## src/hw/rtl/empv_pkg.sv

```systemverilog
// ----------------------------------------------------------------------------
// empv_pkg: shared types and constants
// Widths, request and status codes, controller states and command bundles.
// ----------------------------------------------------------------------------
package empv_pkg;

    localparam int MAX_BACKGROUND_DEF = 4096;
    localparam int SCORE_WIDTH_DEF    = 32;
    localparam int PV_W               = 25;
    localparam int RANK_W             = 13;
    localparam int ONE_Q24            = 16777216;
    localparam logic [PV_W-1:0] P_FLOOR_RST = 25'd17;

    typedef enum logic [1:0] {
        REQ_CLEAR  = 2'd0,
        REQ_INSERT = 2'd1,
        REQ_QUERY  = 2'd2,
        REQ_NONE   = 2'd3
    } req_t;

    typedef enum logic [1:0] {
        ST_OK    = 2'd0,
        ST_FULL  = 2'd1,
        ST_EMPTY = 2'd2
    } status_t;

    typedef enum logic [3:0] {
        S_IDLE,
        S_SRCH_RD,
        S_SRCH_CMP,
        S_SHIFT_RD,
        S_SHIFT_WR,
        S_PUT,
        S_DIV,
        S_FIN,
        S_OUT
    } state_t;

    // controller -> datapath
    typedef struct packed {
        logic load;         // capture request
        logic srch_init;    // start a bound search (strict selects lower bound)
        logic strict;
        logic rd_mid;       // read entry at search midpoint
        logic srch_step;    // apply compare to lo/hi
        logic save_low;     // keep finished lower bound
        logic shift_init;   // shift pointer := count
        logic rd_shift;     // read entry ptr-1
        logic wr_shift;     // write entry ptr, ptr--
        logic put;          // write key at pos, count++
        logic clear;        // count := 0
        logic div_init;
        logic div_step;
        logic fin;          // form result
    } cmd_t;

    // datapath -> controller
    typedef struct packed {
        logic srch_done;
        logic shift_done;
        logic div_done;
        logic full;
        logic empty;
    } stat_t;

endpackage

```

## src/hw/rtl/empv_ctrl.sv

```systemverilog
// ----------------------------------------------------------------------------
// empv_ctrl: sequencing FSM
// Steps searches, insert shift, divide and result handoff.
// ----------------------------------------------------------------------------
module empv_ctrl (
    input  logic             aclk,
    input  logic             aresetn,
    input  logic             in_fire,
    input  logic [1:0]       req,
    input  logic             out_fire,
    input  empv_pkg::stat_t  st,
    output logic             in_ready,
    output logic             out_valid,
    output empv_pkg::cmd_t   cmd
);
    empv_pkg::state_t state_reg, state_next;
    logic [1:0] req_reg;
    logic       pass_reg, pass_next;   // 0 = lower-bound pass of a query

    always_ff @(posedge aclk) begin
        if (!aresetn) begin
            state_reg <= empv_pkg::S_IDLE;
            pass_reg  <= 1'b0;
        end else begin
            state_reg <= state_next;
            pass_reg  <= pass_next;
        end
        if (in_fire) req_reg <= req;
    end

    always_comb begin
        state_next = state_reg;
        pass_next  = pass_reg;
        unique case (state_reg)
            empv_pkg::S_IDLE: begin
                if (in_fire) begin
                    pass_next = 1'b0;
                    state_next = empv_pkg::S_FIN;
                    if (req == empv_pkg::REQ_INSERT) state_next = empv_pkg::S_SRCH_RD;
                    if (req == empv_pkg::REQ_QUERY)  state_next = empv_pkg::S_SRCH_RD;
                end
            end
            empv_pkg::S_SRCH_RD: begin
                if (req_reg == empv_pkg::REQ_INSERT && st.full)
                    state_next = empv_pkg::S_FIN;
                else if (req_reg == empv_pkg::REQ_QUERY && st.empty)
                    state_next = empv_pkg::S_FIN;
                else if (st.srch_done) begin
                    if (req_reg == empv_pkg::REQ_INSERT) state_next = empv_pkg::S_SHIFT_RD;
                    else if (!pass_reg) pass_next = 1'b1;
                    else state_next = empv_pkg::S_DIV;
                end else
                    state_next = empv_pkg::S_SRCH_CMP;
            end
            empv_pkg::S_SRCH_CMP: state_next = empv_pkg::S_SRCH_RD;
            empv_pkg::S_SHIFT_RD:
                state_next = st.shift_done ? empv_pkg::S_PUT : empv_pkg::S_SHIFT_WR;
            empv_pkg::S_SHIFT_WR: state_next = empv_pkg::S_SHIFT_RD;
            empv_pkg::S_PUT:      state_next = empv_pkg::S_FIN;
            empv_pkg::S_DIV:      if (st.div_done) state_next = empv_pkg::S_FIN;
            empv_pkg::S_FIN:      state_next = empv_pkg::S_OUT;
            empv_pkg::S_OUT:      if (out_fire) state_next = empv_pkg::S_IDLE;
            default:              state_next = empv_pkg::S_IDLE;
        endcase
    end

    // search state S_SRCH_RD issues init on first entry: done by srch_init on load
    always_comb begin
        cmd       = '0;
        in_ready  = 1'b0;
        out_valid = 1'b0;
        unique case (state_reg)
            empv_pkg::S_IDLE: begin
                in_ready      = 1'b1;
                cmd.load      = in_fire;
                cmd.srch_init = in_fire;
                cmd.strict    = (req == empv_pkg::REQ_QUERY);
                cmd.clear     = in_fire && (req == empv_pkg::REQ_CLEAR);
            end
            empv_pkg::S_SRCH_RD: begin
                cmd.rd_mid = 1'b1;
                if (st.srch_done && req_reg == empv_pkg::REQ_QUERY && !pass_reg) begin
                    cmd.save_low  = 1'b1;
                    cmd.srch_init = 1'b1;
                    cmd.strict    = 1'b0;
                end
                if (st.srch_done && req_reg == empv_pkg::REQ_INSERT)
                    cmd.shift_init = 1'b1;
                if (st.srch_done && req_reg == empv_pkg::REQ_QUERY && pass_reg)
                    cmd.div_init = 1'b1;
            end
            empv_pkg::S_SRCH_CMP: cmd.srch_step = 1'b1;
            empv_pkg::S_SHIFT_RD: cmd.rd_shift  = 1'b1;
            empv_pkg::S_SHIFT_WR: cmd.wr_shift  = 1'b1;
            empv_pkg::S_PUT:      cmd.put       = 1'b1;
            empv_pkg::S_DIV:      cmd.div_step  = 1'b1;
            empv_pkg::S_FIN:      cmd.fin       = 1'b1;
            empv_pkg::S_OUT:      out_valid     = 1'b1;
            default: ;
        endcase
    end
endmodule

```

## config.mk

```make
export PLATFORM = sky130hd
export DESIGN_NAME = empv_ctrl
export DESIGN_NICKNAME = d
export VERILOG_FILES = /design/src/hw/rtl/empv_pkg.sv /design/src/hw/rtl/empv_ctrl.sv
export SDC_FILE = /design/constraint.sdc
export NUM_CORES = 1
export LEC_CHECK = 0
export BUFFER_PORTS_ARGS = -buffer_cell sky130_fd_sc_hd__buf_2
export CAP_MARGIN = 15
export CORE_UTILIZATION = 25
export CTS_CLUSTER_DIAMETER = 100
export DETAILED_ROUTE_END_ITERATION = 8
export GPL_TIMING_DRIVEN = 1
export SYNTH_ARGS = -nofsm -noshare
export SYNTH_HDL_FRONTEND = slang
export SYNTH_SLANG_ARGS = --single-unit
```

## constraint.sdc

```tcl
create_clock -name aclk -period 1.7 [get_ports aclk]
set_input_delay 0.085 -clock aclk [delete_from_list [all_inputs] [get_ports aclk]]
set_output_delay 0.085 -clock aclk [all_outputs]
set_load 0.05 [all_outputs]
```

### After elaboration in Yosys (flattened, before gate mapping)

Cells that the tools add are included.

| cells by class | value |
|---|---|
| equal/unequal tests | 20 |
| multiplexer cells | 36 |
| reductions and logical operators | 13 |

Operator list:

| cell | number |
|---|---|
| $mux 4 | 9 |
| $pmux 4 s9 | 1 |
| $mux 1 | 21 |
| $eq 4x3->1 const B | 4 |
| $ne 2x2->1 const B | 7 |
| $eq 4x2->1 const B | 2 |
| $logic_and 1x1->1 | 7 |
| $ne 6x6->1 const B | 1 |
| $reduce_and 6->1 | 1 |
| $eq 2x1->1 const B | 2 |
| $eq 2x2->1 const B | 2 |
| $eq 4x1->1 const B | 1 |
| $eq 4x4->1 const B | 1 |
| $logic_not 4->1 | 1 |
| $mux 2 | 2 |
| $pmux 2 s2 | 1 |
| $reduce_and 4->1 | 1 |
| $mux 3 | 1 |
| $logic_not 2->1 | 1 |
| $pmux 1 s2 | 1 |
| $reduce_bool 2->1 | 1 |
| $logic_not 1->1 | 1 |

| word-level totals | value |
|---|---|
| register bits | 7 |
| input bits | 11 |
| logic and storage cells | 72 |

### Longest topological paths before layout

Gate-level depths: netlist (run 1).

| depth | value |
|---|---|
| depth in word-level cells | 6 |
| mapped depth | 6 |
| depth with buffers taken out | 6 |

### Worst setup path before layout (run 1)

Ideal clock, no wire load.

| timing | value |
|---|---|
| kind | flip-flop to flip-flop |
| from | register state_reg[2] |
| to | register pass_reg |
| arrival time | 2.919 ns |
| required time | 1.563 ns |
| setup slack | -1.356 ns |
| cell stages (with the launch flop) | 6 |
| cells stage by stage | dfxtp_1 > buf_1 > nor4_1 > nand2_1 > inv_1 > nor3_1 |

| between the ends | value |
|---|---|
| longest elaborated chain between the ends | 3 |
| elaborated cells on any way between the ends | 10 |
| classes of those cells | 6 x eq/ne; 1 x mux; 3 x reduce/logical |

Ends and longest elaborated chain:

| item | line | RTL |
|---|---|---|
| start, declared | empv_ctrl.sv:16 | `empv_pkg::state_t state_reg, state_next;` |
| start signal, assigned | empv_ctrl.sv:22 | `state_reg <= empv_pkg::S_IDLE;` |
| start signal, assigned | empv_ctrl.sv:25 | `state_reg <= state_next;` |
| $eq 4x1->1 or $logic_not 4->1 (tied branches) | empv_ctrl.sv:34 | `unique case (state_reg)` |
| $ne 2x2->1 (no source line) or $reduce_bool 2->1 (tied branches) | - |  |
| $reduce_and 6->1 (no source line) | - |  |
| end signal, assigned | empv_ctrl.sv:26 | `pass_reg <= pass_next;` |
| end, declared | empv_ctrl.sv:18 | `logic pass_reg, pass_next;` |

Several ways; a longest one is shown, not always the timed one.
A chain may end at the register's enable or synchronous reset.

==> impl_metrics.env, run 1 <==
export IMPL_cts_root_buffer="sky130_fd_sc_hd__clkbuf_4"
export IMPL_cellLeakagePower_nw=0.381
export IMPL_synth_compound_area_share_pct=14.5
export IMPL_layout_commonest_cell="sky130_fd_sc_hd__buf_2"
export IMPL_finalSetupViolCount=0
export IMPL_worst_setup_hold_path_clk_slew_ps=50
export IMPL_cts_tree="done"
export IMPL_number_of_antenna_violations_at_the_first_check_in_global_routing=0
export IMPL_dpl_cell_count=129
export IMPL_final_max_slew_viol_count=0
export IMPL_wl_met1_um=767
export IMPL_antenna_left=0
export IMPL_synth_cell_types=35
export IMPL_wl_met2_um=618
export IMPL_max_vdd_ir_drop_mv=0.910
export IMPL_num_vias=650
export IMPL_cellPowerDensity_mw_per_mm2=1790
export IMPL_grt_remaining_overflow=0
export IMPL_post_route_min_period_ps=1630
export IMPL_post_route_period_util_pct=95.7
export IMPL_met3RoutedLength_um=75
export IMPL_die_h_um=50.4
export IMPL_netlist_area_um2=586
export IMPL_cap_viol_max_count=0
export IMPL_max_slew_worst_pin_slew_ps=318
export IMPL_cts_hold_buffers_added=0
export IMPL_yosys_area_share_xor_xnor_pct=0
export IMPL_largest_register_ffs=4
export IMPL_crit_path_end_kind="output port"
export IMPL_cpPeakStageDelay_ps=360
export IMPL_final_cell_count_no_fill=133
export IMPL_design_power_total_mw=1.50
export IMPL_fp_dieArea_mm2=0.00254
export IMPL_cts_num_sinks=7
export IMPL_post_synth_simple_gate_area_pct=42.3
export IMPL_critPathRequiredTime_ps=1620
export IMPL_mux_contribution_to_synthesized_area_pct=0
export IMPL_grt_pass1_wl_mm=2.39
export IMPL_routedWlPerCell_um=11.3
export IMPL_run_status="completed"
export IMPL_routabilityCongestion=0.828
export IMPL_htreeDepth=1
export IMPL_synthesis_nets=89
export IMPL_maximum_number_of_pins_on_one_net_before_global_route_repair=15
export IMPL_synthesis_instances=76
export IMPL_layout_common_cells="22 x sky130_fd_sc_hd__buf_2, 8 x sky130_fd_sc_hd__inv_1, 7 x sky130_fd_sc_hd__nor3_1, 7 x sky130_fd_sc_hd__nor2_1, 7 x sky130_fd_sc_hd__buf_4"
export IMPL_synth_adder_area_share_pct=4.27
export IMPL_grtUsageTotal_pct=12.6
export IMPL_main_combinational_cell_family_by_area_after_synthesis="simple AND/OR/NAND/NOR gates"
export IMPL_vias_in_the_first_global_route=570
export IMPL_worst_r2r_cell_count=5
export IMPL_critical_path_peak_fanout=11
export IMPL_die_x_um=50.4
export IMPL_cp_arrival_ps=1540
export IMPL_hold_path_class="input pin to flip-flop"
export IMPL_net_count_reported_at_finish=119
export IMPL_maxClockFrequency_mhz=615
export IMPL_timing_critical_path_cells="buf_4, nor4_4, and2_4, clkbuf_4"
export IMPL_post_route_util_pct=37.8
export IMPL_drive_gt1_share_pct=43.8
export IMPL_core_area_mm2=0.00221
export IMPL_route_detailed_drc=0
export IMPL_dp_hpwl_mm=1.20
export IMPL_highest_signal_layer="met4"
export IMPL_buffer_ports_inserted=26
export IMPL_diodes=0
export IMPL_finalSetupTns_ps=0
export IMPL_detailedRoute_firstIterationViolations=11
export IMPL_timing_critical_path_slowest_stage_cell="sky130_fd_sc_hd__nor4_4"
export IMPL_cts_inserted_buffers=3
export IMPL_detailedRoute_firstPassIterationCount=4
export IMPL_finalHoldWorstSlack_ps=25.2
export IMPL_cts_buffer_depth=2
export IMPL_syn_area_per_cell_um2=7.70
export IMPL_worst_skew_pair_late_latency_ps=250
export IMPL_type_of_origin_of_the_critical_path="flip-flop"
export IMPL_timing_setup_critical_path_class="flip-flop to output port"
export IMPL_routed_wl_mm=1.50
export IMPL_worst_hold_path_num_cells=1
export IMPL_synthToLayoutAreaGrowth_pct=42.7
export IMPL_yosys_warnings=0
export IMPL_placement_row_count=17
export IMPL_postSynthRegisterBits=7
export IMPL_synth_seq_area_share_pct=27.4
export IMPL_finalHoldViolations=0
export IMPL_vias_per_cell=4.89
export IMPL_final_setup_skew_ps=4.22
export IMPL_initial_utilization_pct=26.5
export IMPL_io_pin_count=27
export IMPL_timing_slew_headroom_pct=78.7
export IMPL_rsz0062_at_grt="true"
layer usage:
layer  vias to the layer above  GRT usage (%)
met3                         4           1.21
met4                         0           9.72
li1                        329              -
met5                         -              0
met2                        26           17.6
met1                       291           17.5
worst max-delay path: cells and delay by family (launching register included):
family | cells | cell delay [ps]
simple gates | 2 | 560
buf+inv | 2 | 410
flops | 1 | 330
what timing repair did:
action,in CTS,in global routing
pin swaps,0,1
resized for setup,2,4
endpoints found under the setup margin,2,3
buffers inserted,0,0
cell type report:
cell class / count / area [um2]
fill: 242 / 1380
multi-input combinational: 55 / 405
timing repair buffer: 30 / 170
sequential: 7 / 161
inverter: 9 / 37.5
tap: 28 / 35.0
clock buffer: 4 / 26.3
stage by stage:
stage / area (um2) / setup slack (ps)
final: 836 / 72.9
after global routing: 836 / -11.6
after detailed placement: 797 / 163
after global placement: 797 / 204
after floorplan: 643 / -285
after CTS: 828 / 30.2
logic make-up (layout without fill, tap and decap cells):
family / count (synthesis) / count (layout)
buf+inv: 14 / 43
simple gates: 41 / 41
flops: 7 / 7
fa+ha+maj: 2 / 2
compound gates: 12 / 12
path summary, 6_finish.rpt:
path,from,to,slack (ps)
worst max-delay path,state_reg[1]$_SDFFE_PN0P_,cmd[11],70
worst max register to register,state_reg[2]$_SDFFE_PN0P_,state_reg[1]$_SDFFE_PN0P_,160
worst min-delay path,req[0],req_reg[0]$_DFFE_PP_,30
worst min register to register,pass_reg$_SDFFE_PN0P_,pass_reg$_SDFFE_PN0P_,560
synthesized netlist by cell type (all sizes together):
cell type / number / area share [%]
a31oi: 1 / 1.1
nor4b: 2 / 5.6
and3: 2 / 2.1
a311oi: 1 / 1.5
a21boi: 1 / 1.9
nand2: 6 / 4.3
nor3: 7 / 6.0
ha: 2 / 4.3
nor2b: 1 / 1.1
nand2b: 4 / 4.7
clkbuf: 1 / 0.64
nand3: 2 / 1.7
a41o: 1 / 1.7
dfxtp: 5 / 17
o211ai: 1 / 1.3
nor2: 7 / 4.5
nand3b: 1 / 1.3
or3: 1 / 1.9
o22ai: 1 / 1.1
nand4b: 1 / 1.5
and2: 1 / 1.1
edfxtp: 2 / 10
or4: 1 / 1.3
nor4: 5 / 5.3
o21a: 1 / 1.3
o21ai: 1 / 0.85
a21oi: 3 / 2.6
buf: 4 / 5.1
inv: 9 / 5.8
a211oi: 1 / 1.3
power breakdown:
group / internal [mW] / total, mW / switching [mW]
Combinational: 0.337 / 1.09 / 0.752
Sequential: 0.219 / 0.259 / 0.0399
Clock: 0.0897 / 0.153 / 0.0632
Total: 0.646 / 1.50 / 0.855
Power figures use the tool's default switching activity.
==> run 2: changes to the inputs <==
--- a/config.mk
+++ b/config.mk
@@ -11,6 +11,7 @@
 export CTS_CLUSTER_DIAMETER = 100
 export DETAILED_ROUTE_END_ITERATION = 8
 export GPL_TIMING_DRIVEN = 1
+export SETUP_SLACK_MARGIN = 0.5
 export SYNTH_ARGS = -nofsm -noshare
 export SYNTH_HDL_FRONTEND = slang
 export SYNTH_SLANG_ARGS = --single-unit
==> impl_metrics.env, run 2 (same netlist as run 1, synthesis figures left out) <==
export IMPL_run_status="completed"
export IMPL_buffer_ports_inserted=26
export IMPL_fin_area_mm2=0.00128
export IMPL_clockPowerShare_pct=6.5
export IMPL_route_detailed_drc=0
export IMPL_vias_per_cell=4.95
export IMPL_num_vias=747
export IMPL_finalSetupViolCount=0
export IMPL_layout_common_cells="13 x sky130_fd_sc_hd__buf_4, 12 x sky130_fd_sc_hd__buf_2, 12 x sky130_fd_sc_hd__buf_6"
export IMPL_post_route_min_period_ps=1590
export IMPL_cts_tree="done"
export IMPL_grt_remaining_overflow=0
export IMPL_layout_commonest_cell="sky130_fd_sc_hd__buf_4"
export IMPL_detailedRoute_firstIterationViolations=10
export IMPL_timing_setup_critical_path_class="flip-flop to output port"
export IMPL_fp_dieArea_mm2=0.00254
export IMPL_cts_buffer_depth=2
export IMPL_max_slew_worst_pin_slew_ps=352
export IMPL_hold_path_class="input pin to flip-flop"
export IMPL_cts_root_buffer="sky130_fd_sc_hd__clkbuf_4"
export IMPL_worst_setup_hold_path_clk_slew_ps=50
export IMPL_finalHoldViolations=0
export IMPL_number_of_antenna_violations_at_the_first_check_in_global_routing=0
export IMPL_rsz0062_at_grt="true"
export IMPL_switching_power_mw=1.17
export IMPL_initial_utilization_pct=26.5
export IMPL_p_int_mw=1.19
export IMPL_r2r_slack_ps=140
export IMPL_type_of_origin_of_the_critical_path="flip-flop"
export IMPL_final_setup_skew_ps=2.42
export IMPL_io_pin_count=27
export IMPL_maximum_number_of_pins_on_one_net_before_global_route_repair=15
export IMPL_routabilityCongestion=0.833
export IMPL_die_x_um=50.4
export IMPL_design_power_total_mw=2.36
export IMPL_critPathRequiredTime_ps=1620
export IMPL_antenna_left=0
export IMPL_crit_path_end_kind="output port"
export IMPL_sequentialPowerShare_pct=11.8
export IMPL_die_h_um=50.4
export IMPL_synthToLayoutAreaGrowth_pct=119
export IMPL_share_comb_of_total_power_pct=81.7
export IMPL_p_sw_share_pct=49.7
export IMPL_placement_row_count=17
export IMPL_sequential_cell_area_um2=166
export IMPL_multi_input_comb_area_um2=547
export IMPL_htreeDepth=1
export IMPL_cellPowerDensity_mw_per_mm2=1840
export IMPL_routed_wl_mm=2.10
export IMPL_grtUsageTotal_pct=16.2
export IMPL_critical_path_peak_fanout=4
export IMPL_drive_gt1_share_pct=69.1
export IMPL_core_area_mm2=0.00221
export IMPL_net_count_reported_at_finish=137
export IMPL_post_route_period_util_pct=93.5
export IMPL_cp_arrival_ps=1500
export IMPL_diodes=0
export IMPL_max_vdd_ir_drop_mv=1.14
export IMPL_finalSetupTns_ps=0
export IMPL_finalHoldWorstSlack_ps=24.6
export IMPL_routedWlPerCell_um=13.9
export IMPL_maxClockFrequency_mhz=629
export IMPL_cts_hold_buffers_added=0
export IMPL_final_max_slew_viol_count=0
export IMPL_timing_slew_headroom_pct=76.3
export IMPL_cts_num_sinks=7
export IMPL_largest_register_ffs=4
export IMPL_vias_in_the_first_global_route=702
export IMPL_worst_skew_pair_late_latency_ps=250
export IMPL_detailedRoute_firstPassIterationCount=4
export IMPL_cellLeakagePower_nw=0.530
export IMPL_cts_inserted_buffers=3
export IMPL_dp_hpwl_mm=1.24
export IMPL_grt_pass1_wl_mm=3.11
export IMPL_cap_viol_max_count=0
export IMPL_n_fill_cell=204
export IMPL_placedInstanceArea_um2=858
==> run 2: cell types whose count changed in the layout (fill, tap and decap cells not counted), sizes merged <==
cell and change:
buf +19, clkbuf -1
==> run 2: path summary, 6_finish.rpt <==
| check | startpoint | to | cells after the start |
|---|---|---|---|
| worst min register to register | pass_reg$_SDFFE_PN0P_ | pass_reg$_SDFFE_PN0P_ | 2 |
| worst max-delay path | state_reg[1]$_SDFFE_PN0P_ | cmd[12] | 5 |
| worst max register to register | state_reg[2]$_SDFFE_PN0P_ | state_reg[1]$_SDFFE_PN0P_ | 8 |
| worst min-delay path | req[0] | req_reg[0]$_DFFE_PP_ | 1 |
==> run 2: layer usage <==
layer | wire length (um) | GRT usage (%)
met2 | 1080 | 27.1
met4 | 51 | 6.94
met5 | 0 | 0
met1 | 885 | 20.4
met3 | 81 | 2.42
==> run 2: what timing repair did <==
item / in CTS / in global routing
setup buffers: 7 / 11
pin swaps: 10 / 15
setup endpoints to repair: 21 / 21
cloned: 0 / 0
gates resized for setup: 48 / 26
==> run 2: power by group through the flow <==
stage               combinational (mW)  clock [mW]  sequential, mW
floorplan                        0.979           0           0.272
global placement                  1.16           0           0.262
detailed placement                1.16           0           0.264
CTS                               1.51       0.154           0.270
global route                      2.03       0.168           0.284
finish                            1.93       0.155           0.278
==> run 2: critical path, stage by stage (launching register included) <==
cell and delay (ps):
sky130_fd_sc_hd__dfxtp_2 330, sky130_fd_sc_hd__nor4b_4 300, sky130_fd_sc_hd__nand2_2 150, sky130_fd_sc_hd__nor4_4 160, sky130_fd_sc_hd__nand2b_4 170, sky130_fd_sc_hd__buf_8 140
==> run 2: layout make-up <==
type                       instances  share of cell area (%)
timing repair buffer              48                    36.0
multi-input combinational         55                    42.6
inverter                           9                    3.70
tap                               28                    2.73
sequential                         7                    13.0
clock buffer                       4                    2.04
==> run 2: stage by stage <==
stage | instances | setup WS, ps | util, %
final | 151 | 110 | 58.1
after global routing | 151 | 12.4 | 58.1
after CTS | 140 | 105 | 49.4
after detailed placement | 129 | 164 | 38.8
after global placement | 129 | 183 | 38.8
after floorplan | 76 | -148 | -
==> run 3: changes to the inputs <==
==> constraint.sdc (replaced) <==
create_clock -name aclk -period 1.4 [get_ports aclk]
set_input_delay 0.07 -clock aclk [delete_from_list [all_inputs] [get_ports aclk]]
set_output_delay 0.07 -clock aclk [all_outputs]
set_load 0.05 [all_outputs]
==> impl_metrics.env, run 3 (same netlist as run 1, synthesis figures left out) <==
export IMPL_post_route_period_util_pct=113
export IMPL_cts_buffer_depth=2
export IMPL_worst_skew_pair_late_latency_ps=250
export IMPL_vias_in_the_first_global_route=739
export IMPL_critical_path_peak_fanout=4
export IMPL_cellPowerDensity_mw_per_mm2=2210
export IMPL_die_h_um=50.4
export IMPL_type_of_origin_of_the_critical_path="flip-flop"
export IMPL_hold_path_class="input pin to flip-flop"
export IMPL_buffer_ports_inserted=26
export IMPL_dp_hpwl_mm=1.28
export IMPL_routed_wl_mm=2.18
export IMPL_num_vias=770
export IMPL_cts_root_buffer="sky130_fd_sc_hd__clkbuf_4"
export IMPL_finalHoldViolations=0
export IMPL_final_setup_skew_ps=4.50
export IMPL_post_route_util_pct=61.0
export IMPL_sequential_cell_area_um2=168
export IMPL_net_count_reported_at_finish=140
export IMPL_route_detailed_drc=0
export IMPL_grt_pass1_wl_mm=3.04
export IMPL_multi_input_comb_area_um2=557
export IMPL_violations="negative setup slack"
export IMPL_largest_register_ffs=4
export IMPL_critPathRequiredTime_ps=1330
export IMPL_cp_arrival_ps=1510
export IMPL_diodes=0
export IMPL_detailedRoute_firstPassIterationCount=4
export IMPL_initial_utilization_pct=26.5
export IMPL_crit_path_end_kind="output port"
export IMPL_synthToLayoutAreaGrowth_pct=130
export IMPL_placement_row_count=17
export IMPL_final_max_slew_viol_count=0
export IMPL_setup_slack_ps=-185
export IMPL_cts_num_sinks=7
export IMPL_finalSetupViolCount=18
export IMPL_cellLeakagePower_nw=0.567
export IMPL_layout_common_cells="18 x sky130_fd_sc_hd__buf_6, 12 x sky130_fd_sc_hd__buf_4, 10 x sky130_fd_sc_hd__buf_2, 10 x sky130_fd_sc_hd__buf_8, 7 x sky130_fd_sc_hd__inv_1"
export IMPL_grtUsageTotal_pct=15.6
export IMPL_core_area_mm2=0.00221
export IMPL_fp_dieArea_mm2=0.00254
export IMPL_routabilityCongestion=0.836
export IMPL_cts_tree="done"
export IMPL_n_fill_cell=192
export IMPL_routedWlPerCell_um=14.2
export IMPL_grt_remaining_overflow=0
export IMPL_rsz0062_at_grt="true"
export IMPL_number_of_antenna_violations_at_the_first_check_in_global_routing=0
export IMPL_critical_path_origin="state_reg[3]$_SDFFE_PN0P_"
export IMPL_finalHoldWorstSlack_ps=11.2
export IMPL_timing_slew_headroom_pct=72.6
export IMPL_hold_path_startpoint="req[0]"
export IMPL_io_pin_count=27
export IMPL_timing_setup_critical_path_class="flip-flop to output port"
export IMPL_maxClockFrequency_mhz=631
export IMPL_antenna_left=0
export IMPL_max_slew_worst_pin_slew_ps=409
export IMPL_max_vdd_ir_drop_mv=1.38
export IMPL_vias_per_cell=5.00
export IMPL_htreeDepth=1
export IMPL_die_x_um=50.4
export IMPL_post_route_min_period_ps=1580
export IMPL_run_status="complete, but fails checks"
export IMPL_critical_path_reg2reg_startpoint="state_reg[1]$_SDFFE_PN0P_"
export IMPL_worst_setup_hold_path_clk_slew_ps=50
export IMPL_cap_viol_max_count=0
export IMPL_detailedRoute_firstIterationViolations=25
export IMPL_layout_commonest_cell="sky130_fd_sc_hd__buf_6"
export IMPL_maximum_number_of_pins_on_one_net_before_global_route_repair=12
export IMPL_drive_gt1_share_pct=72.2
export IMPL_cts_inserted_buffers=3
run 3: repair_timing:
action	4_1_cts	5_1_grt
buffers inserted	4	9
gates resized for setup	47	33
hold buffers	0	0
pin swaps	10	9
endpoints found under the setup margin	21	21
endpoints found under the hold margin	0	0
run 3: worst max-delay path, cell delays in order (launching register included):
cell                       delay (ps)
sky130_fd_sc_hd__dfxtp_4          350
sky130_fd_sc_hd__nor4b_4          290
sky130_fd_sc_hd__nand2_2          140
sky130_fd_sc_hd__nor4_4           180
sky130_fd_sc_hd__nand2b_4         180
sky130_fd_sc_hd__buf_8            140
run 3: final timing paths:
| kind | end | slack (ps) | cells past startpoint |
|---|---|---|---|
| min reg2reg | pass_reg$_SDFFE_PN0P_ | 560 | 2 |
| max | cmd[12] | -180 | 5 |
| max reg2reg | state_reg[1]$_SDFFE_PN0P_ | -150 | 8 |
| min | req_reg[0]$_DFFE_PP_ | 10 | 1 |
run 3: layout make-up:
class	instances	area share, %
sequential	7	12.4
tap	28	2.60
timing repair buffer	51	38.0
clock buffer	4	1.95
multi-input combinational	55	41.3
inverter	9	3.71
run 3: layer usage:
metal  global-route usage (%)  up-vias  part of all wire (%)
met3                     2.42        4                   5.7
met2                     24.9       32                    53
li1                         -      372                     -
met4                     8.80        0                   1.9
met5                        0        -                     0
met1                     19.7      362                    39
run 3: report_power, final:
| group | leakage, nW | internal (mW) | switching, mW |
|---|---|---|---|
| Sequential | 0.0623 | 0.271 | 0.0535 |
| Clock | 0.0150 | 0.109 | 0.0753 |
| Combinational | 0.490 | 1.15 | 1.32 |
| Total | 0.567 | 1.53 | 1.45 |
run 3: per-stage QoR:
| step | cells | setup WS [ps] | cell area [um2] | TNS [ps] | power, mW |
|---|---|---|---|---|---|
| floorplan | 76 | -433 | 721 | -3160 | 1.56 |
| global placement | 137 | -95.8 | 921 | -241 | 1.85 |
| detailed placement | 137 | -143 | 921 | -480 | 1.86 |
| CTS | 145 | -214 | 1130 | -1680 | 2.49 |
| global route | 154 | -263 | 1350 | -3270 | 3.12 |
| finish | 154 | -185 | 1350 | -2160 | 2.98 |
